## config.mk

```make
export PLATFORM = sky130hd
export DESIGN_NAME = two_button_event_repeat_top
export DESIGN_NICKNAME = d
export VERILOG_FILES = /design/src/tber_pkg.sv /design/src/two_button_event_repeat_top.sv
export VERILOG_INCLUDE_DIRS = /design/src /design/src/src
export SDC_FILE = /design/constraint.sdc
export NUM_CORES = 1
export LEC_CHECK = 0
export ABC_AREA = 1
export BUFFER_PORTS_ARGS = -buffer_cell sky130_fd_sc_hd__buf_4
export CAP_MARGIN = 30
export CORE_MARGIN = 2
export CORE_UTILIZATION = 55
export CTS_BUF_LIST = sky130_fd_sc_hd__clkbuf_8
export DETAILED_ROUTE_END_ITERATION = 6
export PLACE_DENSITY = 0.75
export SYNTH_ARGS = -nofsm -noshare
export SYNTH_HDL_FRONTEND = slang
export SYNTH_SLANG_ARGS = --single-unit
```

## constraint.sdc

```tcl
create_clock -name clk -period 3.6 [get_ports clk]
set_input_delay 0 -clock clk [delete_from_list [all_inputs] [get_ports clk]]
set_output_delay 0 -clock clk [all_outputs]
set_load 0.05 [all_outputs]
```

## src/assert_macros.svh

```systemverilog
// Assertion macros used by the top-level RTL file.
`ifndef ASSERT_MACROS_SVH
`define ASSERT_MACROS_SVH

// Check on every clock edge while out of reset.
`define AST_CLK(label, prop, msg) \
    label: assert property (@(posedge clk) disable iff (!rst_n) prop) else $error(msg);

// Check on every clock edge, reset included.
`define AST_CLK_ALWAYS(label, prop, msg) \
    label: assert property (@(posedge clk) prop) else $error(msg);

`endif

```

## src/tber_pkg.sv

```systemverilog
// Types and constants for the two-button event and auto-repeat detector.
package tber_pkg;

    localparam int unsigned CNT_W = 16;
    localparam int unsigned NUM_BUTTONS = 2;
    localparam logic [CNT_W-1:0] REPEAT_INTERVAL_RESET = 16'd20;

    typedef enum logic
    {
        OP_TICK = 1'b0,
        OP_READ = 1'b1
    } op_t;

    typedef struct packed
    {
        op_t        operation;
        logic [1:0] pin_levels;
    } in_word_t;

    typedef struct packed
    {
        logic b1_down;
        logic b1_up;
        logic b1_rpt;
        logic b2_down;
        logic b2_up;
        logic b2_rpt;
        logic both_down;
        logic none_down;
    } out_word_t;

endpackage

```

## src/two_button_event_repeat_top.sv

```systemverilog
// Two-button press, release and auto-repeat detector, top level.
// A read word is held in the input stage register, and its result is then registered on out.
// Throughput: one word per cycle; a read waits while a stalled result is held.
// Reset: flags, levels and hold counters clear to zero;
// the repeat interval returns to 20 ticks.
`include "assert_macros.svh"

module two_button_event_repeat_top
(
    input  logic                       clk,
    input  logic                       rst_n,
    input  logic                       in_valid,
    output logic                       in_stall,
    input  tber_pkg::in_word_t         in_data,
    output logic                       out_valid,
    input  logic                       out_stall,
    output tber_pkg::out_word_t        out_data,
    input  logic                       cfg_wr_en,
    input  logic [tber_pkg::CNT_W-1:0] cfg_wr_data
);

    logic                       in_valid_reg;
    logic                       in_valid_next;
    tber_pkg::in_word_t         in_word_reg;
    logic                       out_valid_reg;
    logic                       out_valid_next;
    tber_pkg::out_word_t        out_word_reg;
    tber_pkg::out_word_t        out_word_next;
    logic [tber_pkg::CNT_W-1:0] interval_reg;

    logic [1:0]                 last_reg;
    logic [1:0]                 last_next;
    logic [1:0]                 press_reg;
    logic [1:0]                 press_next;
    logic [1:0]                 rel_reg;
    logic [1:0]                 rel_next;
    logic [1:0]                 rep_reg;
    logic [1:0]                 rep_next;
    logic [tber_pkg::NUM_BUTTONS-1:0][tber_pkg::CNT_W-1:0] cnt_reg;
    logic [tber_pkg::NUM_BUTTONS-1:0][tber_pkg::CNT_W-1:0] cnt_next;

    logic                       accept;
    logic                       advance;
    logic                       is_read;
    logic [1:0]                 down;

    assign is_read  = (in_word_reg.operation == tber_pkg::OP_READ);
    assign advance  = in_valid_reg && (!is_read || !out_valid_reg || !out_stall);
    assign in_stall = in_valid_reg && !advance;
    assign accept   = in_valid && !in_stall;
    assign down     = ~in_word_reg.pin_levels;

    assign out_valid = out_valid_reg;
    assign out_data  = out_word_reg;

    // input stage and result handshake
    always_comb
    begin
        in_valid_next = in_valid_reg;
        if (accept)
        begin
            in_valid_next = 1'b1;
        end
        else if (advance)
        begin
            in_valid_next = 1'b0;
        end

        out_valid_next = out_valid_reg;
        if (advance && is_read)
        begin
            out_valid_next = 1'b1;
        end
        else if (!out_stall)
        begin
            out_valid_next = 1'b0;
        end
    end

    // flag and counter update
    always_comb
    begin
        last_next     = last_reg;
        press_next    = press_reg;
        rel_next      = rel_reg;
        rep_next      = rep_reg;
        cnt_next      = cnt_reg;
        out_word_next = out_word_reg;
        if (advance)
        begin
            unique case (in_word_reg.operation)
                tber_pkg::OP_TICK:
                begin
                    press_next = press_reg | (down & ~last_reg);
                    rel_next   = rel_reg | (~down & last_reg);
                    last_next  = down;
                    for (int i = 0; i < tber_pkg::NUM_BUTTONS; i++)
                    begin
                        if (press_next[i])
                        begin
                            if (rel_next[i])
                            begin
                                cnt_next[i] = '0;
                            end
                            else if (cnt_reg[i] >= interval_reg)
                            begin
                                rep_next[i] = 1'b1;
                                cnt_next[i] = tber_pkg::CNT_W'(1);
                            end
                            else
                            begin
                                cnt_next[i] = cnt_reg[i] + tber_pkg::CNT_W'(1);
                            end
                        end
                    end
                end
                tber_pkg::OP_READ:
                begin
                    out_word_next.b1_down = press_reg[0];
                    out_word_next.b1_up   = rel_reg[0];
                    out_word_next.b1_rpt  = rep_reg[0];
                    out_word_next.b2_down = press_reg[1];
                    out_word_next.b2_up   = rel_reg[1];
                    out_word_next.b2_rpt  = rep_reg[1];
                    // acknowledge released buttons
                    for (int i = 0; i < tber_pkg::NUM_BUTTONS; i++)
                    begin
                        if (rel_reg[i])
                        begin
                            press_next[i] = 1'b0;
                            rel_next[i]   = 1'b0;
                            rep_next[i]   = 1'b0;
                            cnt_next[i]   = '0;
                        end
                    end
                    out_word_next.both_down = &press_next;
                    out_word_next.none_down = ~|last_reg;
                end
                default:
                begin
                    last_next = last_reg;
                end
            endcase
        end
    end

    always_ff @(posedge clk or negedge rst_n)
    begin
        if (!rst_n)
        begin
            in_valid_reg  <= 1'b0;
            out_valid_reg <= 1'b0;
            interval_reg  <= tber_pkg::REPEAT_INTERVAL_RESET;
            last_reg      <= '0;
            press_reg     <= '0;
            rel_reg       <= '0;
            rep_reg       <= '0;
            cnt_reg       <= '0;
        end
        else
        begin
            in_valid_reg  <= in_valid_next;
            out_valid_reg <= out_valid_next;
            if (cfg_wr_en)
            begin
                interval_reg <= cfg_wr_data;
            end
            last_reg  <= last_next;
            press_reg <= press_next;
            rel_reg   <= rel_next;
            rep_reg   <= rep_next;
            cnt_reg   <= cnt_next;
        end
    end

    // payload registers
    always_ff @(posedge clk)
    begin
        if (accept)
        begin
            in_word_reg <= in_data;
        end
        out_word_reg <= out_word_next;
    end

    `AST_CLK(a_out_hold, (out_valid_reg && out_stall |=> out_valid_reg && $stable(out_word_reg)), "stalled result changed")
    `AST_CLK(a_rep_has_press, ((rep_reg & ~press_reg) == 2'b00), "repeat flag without press flag")
    `AST_CLK(a_cnt_idle_zero, ((cnt_reg[0] == '0 || (press_reg[0] && !rel_reg[0])) && (cnt_reg[1] == '0 || (press_reg[1] && !rel_reg[1]))), "hold counter running while not held")
    `AST_CLK_ALWAYS(a_read_result, (rst_n && advance && is_read |=> out_valid_reg), "read word gave no result")

endmodule
```

# [After elaboration in Yosys (flattened, before gate mapping)]
# Index checks and enable logic that the tools add are counted.
[word_totals] out_inout_bits=10 ff_bits=69 input_bits=24 elab_cells=92
[classes] n_eq_ne=9 magnitude_cmp=2 n_reduce_logical=21 mux=30 bitwise=8 addsub=2
[op_table] op="16-bit 2-to-1 mux" count=8
[op_table] op="32-bit one-hot mux with 2 select lines" count=1
[op_table] op="16-bit by 1-bit adder with 16-bit output (second input constant)" count=2
[op_table] op="16-bit greater-or-equal comparator" count=2
[op_table] op="1-bit 2-to-1 mux" count=18
[op_table] op="2-bit != test (second input constant)" count=6
[op_table] op="2-bit one-hot mux with 2 select lines" count=3
[op_table] op="5-bit AND reduction" count=2
[op_table] op="1-bit logical NOT" count=6
[op_table] op="2-bit by 1-bit != test with 1-bit output (second input constant)" count=3
[op_table] op="2-bit inverter" count=3
[op_table] op="2-bit AND reduction" count=3
[op_table] op="3-bit AND reduction" count=2
[op_table] op="2-bit bitwise AND" count=2
[op_table] op="1-bit logical AND" count=4
[op_table] op="2-bit OR" count=2
[op_table] op="1-bit logical OR" count=2
[op_table] op="2-bit nonzero test" count=1
[op_table] op="2-bit OR reduction" count=1
[op_table] op="1-bit inverter" count=1

# [Depth between registers and ports, before layout]
[depth] depth_word=9 depth_mapped=14 depth_no_buf=14

# [Least setup slack after synthesis]
# Ideal clock, no wire load.
[synth_timing] path_kind="reg2reg" start="register out_valid_reg (netlist: out_valid)" end="register in_word_reg[0] (netlist bit) (enable)" arrival_time_ns=1.779 required_time_ns=3.301 path_slack_ns=1.522 stages_incl_launch_ff=6 period_less_slack_ns=2.078 path_buffers=0 setup_ns=0.299 path_cell_list="dfrtp_1 nand2_1 inv_1 nand2_1 nor2_1 nor2_1"
[synth_between] elab_chain_cells=8
[synth_lines] item="from (decl)" line="two_button_event_repeat_top.sv:25" text="logic out_valid_reg;"
[synth_lines] item="from (signal assigned)" line="two_button_event_repeat_top.sv:163" text="out_valid_reg <= out_valid_next;"
[synth_lines] item="1-bit logical NOT" line="two_button_event_repeat_top.sv:48" text="assign advance = in_valid_reg && (!is_read || !out_valid_reg || !out_stall);"
[synth_lines] item="1-bit logical OR (2 in a row)" line="two_button_event_repeat_top.sv:48"
[synth_lines] item="1-bit logical AND" line="two_button_event_repeat_top.sv:48"
[synth_lines] item="1-bit logical NOT" line="two_button_event_repeat_top.sv:49" text="assign in_stall = in_valid_reg && !advance;"
[synth_lines] item="1-bit logical AND" line="two_button_event_repeat_top.sv:49"
[synth_lines] item="via in_stall" line="two_button_event_repeat_top.sv:13" text="output logic in_stall,"
[synth_lines] item="1-bit logical NOT" line="two_button_event_repeat_top.sv:50" text="assign accept = in_valid && !in_stall;"
[synth_lines] item="1-bit logical AND" line="two_button_event_repeat_top.sv:50"
[synth_lines] item="via accept" line="two_button_event_repeat_top.sv:42" text="logic accept;"
[synth_lines] item="to (signal assigned)" line="two_button_event_repeat_top.sv:181" text="in_word_reg <= in_data;"
[synth_lines] item="to (decl)" line="two_button_event_repeat_top.sv:24" text="tber_pkg::in_word_t in_word_reg;"
# The timed path passes the listed nets, and every way through them passes these cells.
# A chain may end at the register's enable or synchronous reset.

# [Final worst setup path]
[layout_timing] start="register cnt_reg[9] (netlist bit)" end="register cnt_reg[15] (netlist bit)"
[layout_between] elab_chain_cells=5 word_cells_on_any_way=6 classes_between="add/sub (1); order compare (1); mux (4)"
[layout_lines] item="from (decl)" line="two_button_event_repeat_top.sv:39" text="logic [tber_pkg::NUM_BUTTONS-1:0][tber_pkg::CNT_W-1:0] cnt_reg;"
[layout_lines] item="from (signal assigned)" line="two_button_event_repeat_top.sv:172" text="cnt_reg <= cnt_next;"
[layout_lines] item="16-bit by 1-bit adder with 16-bit output / 16-bit greater-or-equal comparator (equally long branches)" line="two_button_event_repeat_top.sv:112, two_button_event_repeat_top.sv:105"
[layout_lines] item="16-bit 2-to-1 mux (*)" line="two_button_event_repeat_top.sv:105" text="else if (cnt_reg[i] >= interval_reg)"
[layout_lines] item="16-bit 2-to-1 mux (*)" line="two_button_event_repeat_top.sv:101" text="if (rel_next[i])"
[layout_lines] item="16-bit 2-to-1 mux (*)" line="two_button_event_repeat_top.sv:99" text="if (press_next[i])"
[layout_lines] item="32-bit one-hot mux with 2 select lines (*)" line="two_button_event_repeat_top.sv:91" text="unique case (in_word_reg.operation)"
# Every way passes the cells marked *; elsewhere a longest branch is shown, timed or not. The select of a mux whose other input is x is not followed.

==> insert_results.sql <==
INSERT INTO impl_metrics (metric_group, metric, value, unit) VALUES
('setup_path', 'cp_max_fo', '13', ''),
('route', 'maxUsedRoutingLayer', 'met4', ''),
('route', 'route.detailed.vias_per_inst', '5.220', ''),
('sta', 'fmax', '498.7', 'MHz'),
('final_layout', 'final_cells', '654', ''),
('final_layout', 'syn2layout_area_growth', '16.66', '%'),
('route', 'via_count', '3414', ''),
('route', 'met2RoutedLength', '4.268', 'mm'),
('setup_path', 'cp_data_required_time', '3870', 'ps'),
('sta', 'rsz0062_at_grt', 'false', ''),
('place', 'finalWeightedCongestion', '0.9246', ''),
('sta', 'setup_viol', '0', ''),
('sta', 'worst_slew_pin_slew', '765.1', 'ps'),
('power', 'total_leakage_power', '2.439', 'nW'),
('synth', 'synthMostInstantiatedCell', 'nand2_1', ''),
('route', 'drt_iter0_markers', '172', ''),
('cts', 'cts.reportedPaths.clkPinSlew', '80', 'ps'),
('route', 'wl_met1', '4.131', 'mm'),
('run_status', 'status', 'finished, final reports clean', ''),
('place', 'placement.io_buffers', '33', ''),
('sta', 'post-route-min-period', '2005', 'ps'),
('route', 'detailroute.wirelength.met3', '318', 'um'),
('min_path', 'hp-class', 'in -> reg', ''),
('die', 'pin_count', '34', ''),
('setup_path', 'worstPathArrival', '2270', 'ps'),
('cts', 'clk_root_buf', 'clkbuf_8', ''),
('synth', 'postSynth.asyncResetShare', '84.06', '%'),
('global_routing', 'gr-usage-all-layers', '23.17', '%'),
('final_layout', 'drive_above_1_share', '13.15', '%'),
('synth', 'yosysSeqAreaShare', '43.44', '%'),
('power', 'powerDensity', '393.1', 'nW/um^2'),
('cts', 'post_cts_resize_count', '0', ''),
('sta', 'final_cycle_utilization_of_the_critical_path', '55.70', '%'),
('synth', 'syn-num-nets', '551', ''),
('die', 'rows', '31', ''),
('synth', 'synthDominantAreaCellType', 'dfrtp_1', ''),
('global_routing', 'antenna_found_initial', '0', ''),
('run', 'cap_viol_max_count', '0', ''),
('cts', 'insertion_delay', '350', 'ps'),
('die', 'initial_core_util', '56.63', '%'),
('synth', 'synth_enable_flop_cells', '11', ''),
('synth', 'synth.lib_cells_used.distinct', '38', ''),
('synth', 'yosysTopAreaCellShare', '34.12', '%'),
('global_routing', 'grt_first_pass_wirelength', '15.28', 'mm'),
('place', 'detailed_place_hpwl', '6.477', 'mm'),
('global_routing', 'grt_pass1_vias', '3258', ''),
('setup_path', 'worst_setup_path_end_kind', 'flop', ''),
('die', 'dieHeight', '90.42', 'um'),
('route', 'routed_wl', '8.860', 'mm'),
('final_layout', 'finish.net_count', '608', ''),
('sta', 'finClkSkew', '10.59', 'ps'),
('sta', 'post-route-worst-setup-slack', '1595', 'ps'),
('sta', 'setup-tns-final', '0', 'ps'),
('cts', 'tritoncts_num_sinks', '69', ''),
('route', 'route.antenna.remaining_nets', '0', ''),
('synth', 'syn-mean-instance-area', '8.332', 'sq um'),
('synth', 'netlist_top_cells_count', 'nand2_1, inv_1, dfrtp_1, ha_1', ''),
('setup_path', 'crit_path_start_kind', 'flop', ''),
('cts', 'cts_inserted_buffers', '9', ''),
('cts', 'cts_hold_repair.buffers', '22', ''),
('cts', 'tritoncts', 'done', ''),
('route', 'first_pass_iters', '5', ''),
('synth', 'synth_top_cells_by_area', 'dfrtp_1, nand2_1, ha_1', ''),
('route', 'route.detailed.drc', '0', ''),
('die', 'die_area', '8176', 'sq um'),
('sta', 'hold_slack', '47.89', 'ps'),
('sta', 'final_report_max_slew_violation_count', '0', ''),
('place', 'place_area', '4413', 'sq um'),
('synth', 'ys.warnings.count', '0', ''),
('global_routing', 'grt_start_max_net_pins', '59', ''),
('synth', 'most_used_dff_post_synth', 'dfrtp_1', '');
[logic make-up (layout without fill, tap and decap cells)]
| kind of cell | after synthesis | after routing | share of synthesized area [%] |
|---|---|---|---|
| xor+xnor | 21 | 21 | 4.478 |
| fa+ha+maj | 34 | 34 | 10.36 |
| flops | 69 | 69 | 43.44 |
| mux | 1 | 1 | 0.2741 |
| compound gates | 72 | 72 | 9.595 |
| simple gates | 221 | 221 | 24.15 |
| buf+inv | 75 | 137 | 7.706 |
[placed cells by master, fill, tap and decap left out, types with 4 or more instances in the layout]
master and n:
dlygate4sd3_1 22, a21oi_2 6, edfxtp_1 11, o21ai_0 29, nand4_1 13, a21oi_1 31
clkinv_2 4, clkbuf_8 9, dfrtp_1 56, xor2_1 19, nor2_1 31, buf_4 33
inv_1 66, nand3_1 20, ha_1 34, nand2_1 134
[final cells by class]
| type | count | area, sq um |
|---|---|---|
| inverters | 66 | 250.2 |
| flip-flops and latches | 69 | 1784 |
| repair buffers | 55 | 467.9 |
| multi-input cells | 349 | 2007 |
| fillers | 589 | 2461 |
| clock buffers | 9 | 123.9 |
| well taps | 99 | 123.9 |
| clock inverters | 7 | 35.03 |
[per-layer routing]
layer  GRT usage, %  vias to the layer above
met2          37.91                       60
li1               -                     1715
met5              0                        -
met1          31.25                     1622
met4          6.410                        0
met3          5.008                       17
[path summary, 6_finish.rpt]
path                                             start                      endpoint  depth (start not counted)
worst min-delay path                         cfg_wr_en   interval_reg[2]$_DFFE_PN1P_                          3
min in group asynchronous                        rst_n        rel_reg[1]$_DFFE_PN0P_                          2
worst max register to register  cnt_reg[9]$_DFFE_PN0P_       cnt_reg[15]$_DFFE_PN0P_                          6
worst max-delay path            cnt_reg[9]$_DFFE_PN0P_       cnt_reg[15]$_DFFE_PN0P_                          6
max in group asynchronous                        rst_n  interval_reg[10]$_DFFE_PN0P_                          2
worst min register to register  rep_reg[0]$_DFFE_PN0P_         out_data[5]$_DFFE_PP_                          0
[report_power, final]
part | switching, mW | internal, mW
combinational | 0.270 | 0.150
clock | 0.292 | 0.240
sequential | 0.0618 | 0.870
[critical path: stages (launching register included)]
cell     delay [ps]
dfrtp_1         460
ha_1            320
a21oi_1         160
o21ai_0          90
a21oi_1         270
nand3_2         360
a21oi_1         250
[metrics by stage]
stage                     total power [mW]  utilization [%]
after floorplan                      1.232                -
after global placement               1.329            60.84
after detailed placement             1.347            60.84
after CTS                            1.902            66.07
after global routing                 1.998            66.07
final                                1.884            66.07
Power figures use the tool's default switching activity.
